[config.mk]
export PLATFORM = sky130hd
export DESIGN_NAME = pio_instruction_encoder
export DESIGN_NICKNAME = d
export VERILOG_FILES = /design/src/design/pioenc_pkg.sv /design/src/design/pioenc_pack.sv /design/src/design/pio_instruction_encoder.sv
export SDC_FILE = /design/constraint.sdc
export NUM_CORES = 1
export LEC_CHECK = 0
export BUFFER_PORTS_ARGS = -buffer_cell sky130_fd_sc_hd__buf_2
export CORE_MARGIN = 2
export CORE_UTILIZATION = 44
export CTS_CLUSTER_DIAMETER = 50
export CTS_CLUSTER_SIZE = 12
export DETAILED_ROUTE_END_ITERATION = 8
export GPL_ROUTABILITY_DRIVEN = 0
export PLACE_DENSITY = 0.8
export SETUP_SLACK_MARGIN = 0.4
export SYNTH_ARGS = -nofsm -noshare
export SYNTH_HDL_FRONTEND = slang
export SYNTH_SLANG_ARGS = --single-unit
[constraint.sdc]
create_clock -name aclk -period 1.95 [get_ports aclk]
set_clock_uncertainty 0.1 [all_clocks]
set_input_delay 0.39 -clock aclk [delete_from_list [all_inputs] [get_ports aclk]]
set_output_delay 0.39 -clock aclk [all_outputs]
set_load 0.02 [all_outputs]
[src/design/pioenc_pkg.sv]
// Package for the instruction encoder: payload structs, field constants and opcodes.
// It depends on nothing; every other design file uses it by scoped names.
`timescale 1ns / 1ps

package pioenc_pkg;

    localparam int DEFAULT_PROGRAM_SLOTS = 32;

    localparam int OPCODE_W   = 3;
    localparam int SEL_W      = 3;
    localparam int OPERAND_W  = 5;
    localparam int DS_W       = 5;
    localparam int SSW_W      = 3;
    localparam int WORD_W     = 16;
    localparam int ADDR_W     = 5;
    localparam int OPCODE_LSB = 13;
    localparam int DS_LSB     = 8;

    localparam logic [SSW_W-1:0] SIDE_SET_MAX = 3'd5;

    localparam logic [OPERAND_W-1:0] REL_BIT   = 5'h10;
    localparam logic [OPERAND_W-1:0] IRQ_INDEX = 5'h0F;

    typedef enum logic [OPCODE_W-1:0] {
        OP_JMP  = 3'd0,
        OP_WAIT = 3'd1,
        OP_IN   = 3'd2,
        OP_OUT  = 3'd3,
        OP_PUSH = 3'd4,
        OP_MOV  = 3'd5,
        OP_IRQ  = 3'd6,
        OP_SET  = 3'd7
    } opcode_t;

    localparam logic [SEL_W-1:0] IRQ_MODE_WAIT  = 3'd1;
    localparam logic [SEL_W-1:0] IRQ_MODE_CLEAR = 3'd2;

    typedef struct packed {
        logic [OPCODE_W-1:0]  opcode;
        logic [SEL_W-1:0]     variant;
        logic [SEL_W-1:0]     source_sel;
        logic [SEL_W-1:0]     dest_sel;
        logic [OPERAND_W-1:0] small_operand;
        logic                 is_pull;
        logic                 if_flag;
        logic                 blocking;
        logic                 relative;
        logic [DS_W-1:0]      delay_cycles;
        logic [DS_W-1:0]      side_value;
        logic                 last;
    } item_t;

    typedef struct packed {
        logic [WORD_W-1:0] machine_word;
        logic [ADDR_W-1:0] slot_address;
        logic [ADDR_W-1:0] wrap_address;
        logic              overflow;
    } result_t;

endpackage

[src/design/pioenc_pack.sv]
// Combinational packing of one instruction into its 16-bit machine word.
// Depends on pioenc_pkg for the item type, opcodes and field constants.
`timescale 1ns / 1ps

module pioenc_pack (
    input  pioenc_pkg::item_t                 item,
    input  logic [pioenc_pkg::SSW_W-1:0]      side_set_width,
    output logic [pioenc_pkg::WORD_W-1:0]     machine_word
);

    logic [pioenc_pkg::SSW_W-1:0] side_bits;
    logic [pioenc_pkg::SSW_W-1:0] delay_len;
    logic [pioenc_pkg::DS_W-1:0]  delay_mask;
    logic [pioenc_pkg::DS_W-1:0]  delay_side;
    logic [7:0]                   args;

    // Side-set takes the high bits of the field; widths above five count as five.
    always_comb begin
        side_bits  = (side_set_width > pioenc_pkg::SIDE_SET_MAX) ?
                     pioenc_pkg::SIDE_SET_MAX : side_set_width;
        delay_len  = pioenc_pkg::SIDE_SET_MAX - side_bits;
        delay_mask = 5'((6'd1 << delay_len) - 6'd1);
        delay_side = 5'(item.side_value << delay_len) | (item.delay_cycles & delay_mask);
    end

    always_comb begin
        unique case (pioenc_pkg::opcode_t'(item.opcode))
            pioenc_pkg::OP_JMP:  args = {item.variant, item.small_operand};
            pioenc_pkg::OP_WAIT: args = {item.variant[0], item.source_sel[1:0],
                                         item.relative ?
                                         (item.small_operand | pioenc_pkg::REL_BIT) :
                                         item.small_operand};
            pioenc_pkg::OP_IN:   args = {item.source_sel, item.small_operand};
            pioenc_pkg::OP_OUT:  args = {item.dest_sel, item.small_operand};
            pioenc_pkg::OP_PUSH: args = {item.is_pull, item.if_flag, item.blocking, 5'd0};
            pioenc_pkg::OP_MOV:  args = {item.dest_sel, item.variant[1:0], item.source_sel};
            pioenc_pkg::OP_IRQ:  args = {1'b0,
                                         item.variant == pioenc_pkg::IRQ_MODE_CLEAR,
                                         item.variant == pioenc_pkg::IRQ_MODE_WAIT,
                                         item.relative,
                                         item.small_operand[3:0] &
                                         pioenc_pkg::IRQ_INDEX[3:0]};
            default:             args = {item.dest_sel, item.small_operand};
        endcase
    end

    assign machine_word = {item.opcode, delay_side, args};

endmodule

[src/design/pio_instruction_encoder.sv]
// Instruction encoder: one structured instruction in, one packed word and address out.
// A result passes through the input register, then the result register, before it can
// transfer. Throughput: one per cycle while the consumer takes results (m_ready).
// Reset (aresetn, synchronous, active low) empties both stages, clears the slot
// counter and the overflow mark, and sets the side-set width to zero.
// Depends on pioenc_pkg and pioenc_pack.
`timescale 1ns / 1ps

module pio_instruction_encoder #(
    parameter int PROGRAM_SLOTS = pioenc_pkg::DEFAULT_PROGRAM_SLOTS
) (
    input  logic                          aclk,
    input  logic                          aresetn,

    // Configuration write channel: the side-set width register.
    input  logic                          cfg_valid,
    output logic                          cfg_ready,
    input  logic [pioenc_pkg::SSW_W-1:0]  cfg_data,

    // Instruction input channel.
    input  logic                          s_valid,
    output logic                          s_ready,
    input  pioenc_pkg::item_t             s_item,

    // Encoded result channel.
    output logic                          m_valid,
    input  logic                          m_ready,
    output pioenc_pkg::result_t           m_result
);

    // The counter has to hold the slot count itself, one past the last address.
    localparam int CNT_W = $clog2(PROGRAM_SLOTS + 1);
    localparam logic [CNT_W-1:0] SLOTS = CNT_W'(PROGRAM_SLOTS);

    logic [pioenc_pkg::SSW_W-1:0] ssw_reg;

    logic                 in_valid_reg;
    pioenc_pkg::item_t    in_item_reg;

    logic                 out_valid_reg;
    logic                 out_valid_next;
    pioenc_pkg::result_t  out_result_reg;
    pioenc_pkg::result_t  out_result_next;

    logic [CNT_W-1:0]     count_reg;
    logic [CNT_W-1:0]     count_next;
    logic                 ovf_seen_reg;
    logic                 ovf_seen_next;

    logic                 advance;
    logic                 full;
    logic [CNT_W-1:0]     count_after;
    logic [5:0]           count_wide;
    logic [pioenc_pkg::WORD_W-1:0] word;

    // Always writable; user writes must only come while the block idles (unenforced).
    assign cfg_ready = 1'b1;

    // The input stage moves on whenever the result register is empty or being
    // drained, so only a result that the consumer does not take blocks the next input transfer.
    assign advance = in_valid_reg && (!out_valid_reg || m_ready);
    assign s_ready = !in_valid_reg || advance;

    pioenc_pack u_pack (
        .item           (in_item_reg),
        .side_set_width (ssw_reg),
        .machine_word   (word)
    );

    // Slot bookkeeping happens as an item leaves the input stage, so items
    // see the counter strictly in transfer order.
    always_comb begin
        full        = count_reg >= SLOTS;
        count_after = full ? count_reg : count_reg + CNT_W'(1);
        count_wide  = 6'(count_after);

        out_result_next.machine_word = full ? '0 : word;
        out_result_next.slot_address = full ? '0 : pioenc_pkg::ADDR_W'(count_reg);
        out_result_next.overflow     = full || ovf_seen_reg;
        // On the last item the wrap address is the final stored word's address.
        if (in_item_reg.last && count_wide != 6'd0) begin
            out_result_next.wrap_address = pioenc_pkg::ADDR_W'(count_wide - 6'd1);
        end else begin
            out_result_next.wrap_address = '0;
        end

        if (in_item_reg.last) begin
            count_next    = '0;
            ovf_seen_next = 1'b0;
        end else begin
            count_next    = count_after;
            ovf_seen_next = full || ovf_seen_reg;
        end

        out_valid_next = advance || (out_valid_reg && !m_ready);
    end

    always_ff @(posedge aclk) begin
        if (!aresetn) begin
            ssw_reg       <= '0;
            in_valid_reg  <= 1'b0;
            out_valid_reg <= 1'b0;
            count_reg     <= '0;
            ovf_seen_reg  <= 1'b0;
        end else begin
            if (cfg_valid && cfg_ready) begin
                ssw_reg <= cfg_data;
            end
            if (s_ready) begin
                in_valid_reg <= s_valid;
            end
            out_valid_reg <= out_valid_next;
            if (advance) begin
                count_reg    <= count_next;
                ovf_seen_reg <= ovf_seen_next;
            end
        end
    end

    // Payload registers carry no reset.
    always_ff @(posedge aclk) begin
        if (s_valid && s_ready) begin
            in_item_reg <= s_item;
        end
        if (advance) begin
            out_result_reg <= out_result_next;
        end
    end

    assign m_valid  = out_valid_reg;
    assign m_result = out_result_reg;

endmodule

==> impl_metrics.json <==
{
  "status": "completed",
  "fin_ws_ps": 46.4,
  "cts_sinks": 71,
  "r2r_setup_slack_ps": 50,
  "drv_cap": 0,
  "synth.area.top_cells": "edfxtp_1, dfxtp_1, nor2b_1",
  "placed_area_um2": 3790,
  "numPlacedInstances": 422,
  "min_from": "s_item[18]",
  "num_io_pins": 70,
  "largest_reg_flops": 32,
  "hold_end": "in_item_reg[18]$_DFFE_PP_",
  "yosysWarnings": 0,
  "fin_hold_ws_ps": 127,
  "tns_ps": 0,
  "ys_seq_area_share_pct": 61.9,
  "cp_max_fo": 5,
  "grt_overflow_total": 0,
  "internal_power_mw": 2.63,
  "place_ws_ps": 13.8,
  "antenna_cells": 0,
  "drtAntennaViolNets": 0,
  "rr_worst_depth": 7,
  "syn_nets": 306,
  "crit_path_end_kind": "register",
  "fill_cells": 567,
  "p_per_area_nw_per_um2": 771,
  "finalWirelength_mm": 6.46,
  "max-vdd-ir-drop_mv": 0.420,
  "multi_input_area_um2": 1370,
  "finalCritPeriodShare_pct": 97.6,
  "vias_per_cell": 4.98,
  "seq_area_um2": 2040,
  "grt_util_all_layers_pct": 16.3,
  "grt_pass1_wl_mm": 10.4,
  "dr_total_vias": 2293,
  "dr.pass1.iters": 4,
  "ys_types": 50,
  "netlist_instances": 261,
  "die_h_um": 90.0,
  "nNetsFinal": 402,
  "drc": 0,
  "drt_iter0_drc": 116,
  "avgRoutedWirePerCell_um": 14.0,
  "rr_endpoint": "m_result[5]$_SDFFCE_PN0P_",
  "combPwrFrac_pct": 11.6,
  "slew_violations": 0,
  "die_w_um": 90.0,
  "cts-root-buf": "clkbuf_8",
  "grt_setup_unrepaired": "yes",
  "area_growth_pct": 35.6,
  "layout_common_cells": "buf_2, edfxtp_1, buf_4",
  "cp.required_ps": 1920,
  "syn_area_um2": 3250,
  "max_freq_ghz": 0.525,
  "fin_area_um2": 4410,
  "hp-class": "primary input to register",
  "rows": 31,
  "synth_area_leader_cell": "edfxtp_1",
  "critical_path_class": "register to register",
  "finalHoldViolCount": 0,
  "layout_commonest_cell": "buf_2",
  "clkTransAtPathRegs_ps": 70,
  "final_cells": 460,
  "insertion_delay_ps": 330,
  "seqPwrFrac_pct": 52.3,
  "syn_avg_cell_area_um2": 12.5,
  "cp-start-kind": "register",
  "htree_levels": 3,
  "first_global_vias": 2177,
  "fp.coreArea_um2": 7210,
  "period_minus_slack_ps": 1900,
  "synth_seq_cells": 71,
  "clkPwrFrac_pct": 36.1,
  "cts_buffers": 9,
  "io_buffers": 68,
  "grt_max_degree": 33,
  "setup_viol": 0,
  "yosysTopAreaCellShare_pct": 54.5,
  "p_sw_share_pct": 22.5,
  "drive_above_1_share_pct": 46.0,
  "r2r-start": "count_reg[1]$_SDFFE_PN0P_",
  "initial_utilization_pct": 45.1,
  "leakagePower_nw": 1.73,
  "arrival_ps": 1870,
  "cts_tree": "done",
  "clk_path_buf_depth": 2,
  "switchingPower_mw": 0.764,
  "hold_depth": 1,
  "antenna_found_initial": 0,
  "die_area_um2": 8090,
  "dpl.hpwl_mm": 4.07
}
==> Yosys cell counts (all sizes together) <==
master,n
edfxtp,59
nor2,19
nor2b,19
nand2,16
a21oi,14
dfxtp,12
buf,9
mux2i,9
clkbuf,8
nand3,7
o21ai,7
a21boi,6
nand2b,6
ha,5
inv,5
xnor2,5
a22o,4
nand3b,4
nor3,4
nor3b,4
a31oi,3
mux2,3
or3,3
xor2,3
a211oi,2
a32oi,2
and2,2
and3b,2
nand4b,2
o211ai,2
or4,2
a21bo,1
a21o,1
a22oi,1
a2bb2oi,1
and3,1
conb,1
nand4bb,1
nor4bb,1
o21a,1
o31ai,1
o41ai,1
or2,1
or3b,1
==> repair_timing <==
| action | in CTS | in global routing |
|---|---|---|
| resized for setup | 23 | 32 |
| setup endpoints to repair | 15 | 42 |
| setup buffers | 18 | 5 |
| hold buffers | 0 | 0 |
| pin swaps | 3 | 11 |
==> per-stage QoR <==
| stage | util, % | total power [mW] |
|---|---|---|
| final | 61.1 | 3.40 |
| after global routing | 61.1 | 3.54 |
| after CTS | 58.3 | 3.37 |
| after detailed placement | 52.6 | 2.13 |
| after global placement | 52.6 | 2.12 |
| after floorplan | - | 2.02 |
==> cell type report <==
class | instances | share of cell area (%)
inverter | 5 | 0.625
clock inverter | 4 | 1.62
sequential | 71 | 46.3
timing repair buffer | 102 | 14.7
clock buffer | 11 | 2.98
multi-input combinational | 168 | 31.0
tap | 99 | 2.81
==> critical path, stage by stage, from the launching register on <==
cell and delay, ps:
dfxtp_4 380, inv_4 40, ha_4 230, mux2i_4 230, ha_4 180, nand2b_4 50, o41ai_4 320, nor3b_1 100
==> power by group through the flow <==
stage	combinational (mW)	clock [mW]	sequential, mW
after global placement	0.302	0	1.82
final	0.395	1.23	1.78
after global routing	0.430	1.32	1.78
after CTS	0.353	1.25	1.78
after detailed placement	0.309	0	1.82
after floorplan	0.188	0	1.83
==> per-layer routing <==
metal / vias up / share of wire [%] / global-route usage [%]
li1: 1133 / - / -
met1: 1084 / 43 / 20.4
met2: 60 / 51 / 26.4
met3: 16 / 3.7 / 3.77
met4: 0 / 2.7 / 8.85
met5: - / 0 / 0
==> worst max-delay path by stage <==
stage / start / to / slack (ps)
after floorplan: count_reg[0]$_SDFFE_PN0P_ / m_result[5]$_SDFFCE_PN0P_ / 120
after global placement: count_reg[0]$_SDFFE_PN0P_ / m_result[5]$_SDFFCE_PN0P_ / 60
after detailed placement: count_reg[1]$_SDFFE_PN0P_ / m_result[5]$_SDFFCE_PN0P_ / 10
after CTS: count_reg[1]$_SDFFE_PN0P_ / m_result[5]$_SDFFCE_PN0P_ / 50
after global routing: count_reg[0]$_SDFFE_PN0P_ / m_result[5]$_SDFFCE_PN0P_ / -90
final: count_reg[1]$_SDFFE_PN0P_ / m_result[5]$_SDFFCE_PN0P_ / 50
==> cell families after synthesis <==
logic type | count (synthesis) | synth area share [%]
simple gates | 95 | 16.5
flops | 71 | 61.9
compound gates | 47 | 10.3
buf+inv | 22 | 3.31
mux | 12 | 3.81
xor+xnor | 8 | 2.16
fa+ha+maj | 5 | 1.92
other cells | 1 | 0.115
No activity file was read; power rests on OpenSTA's default activity.
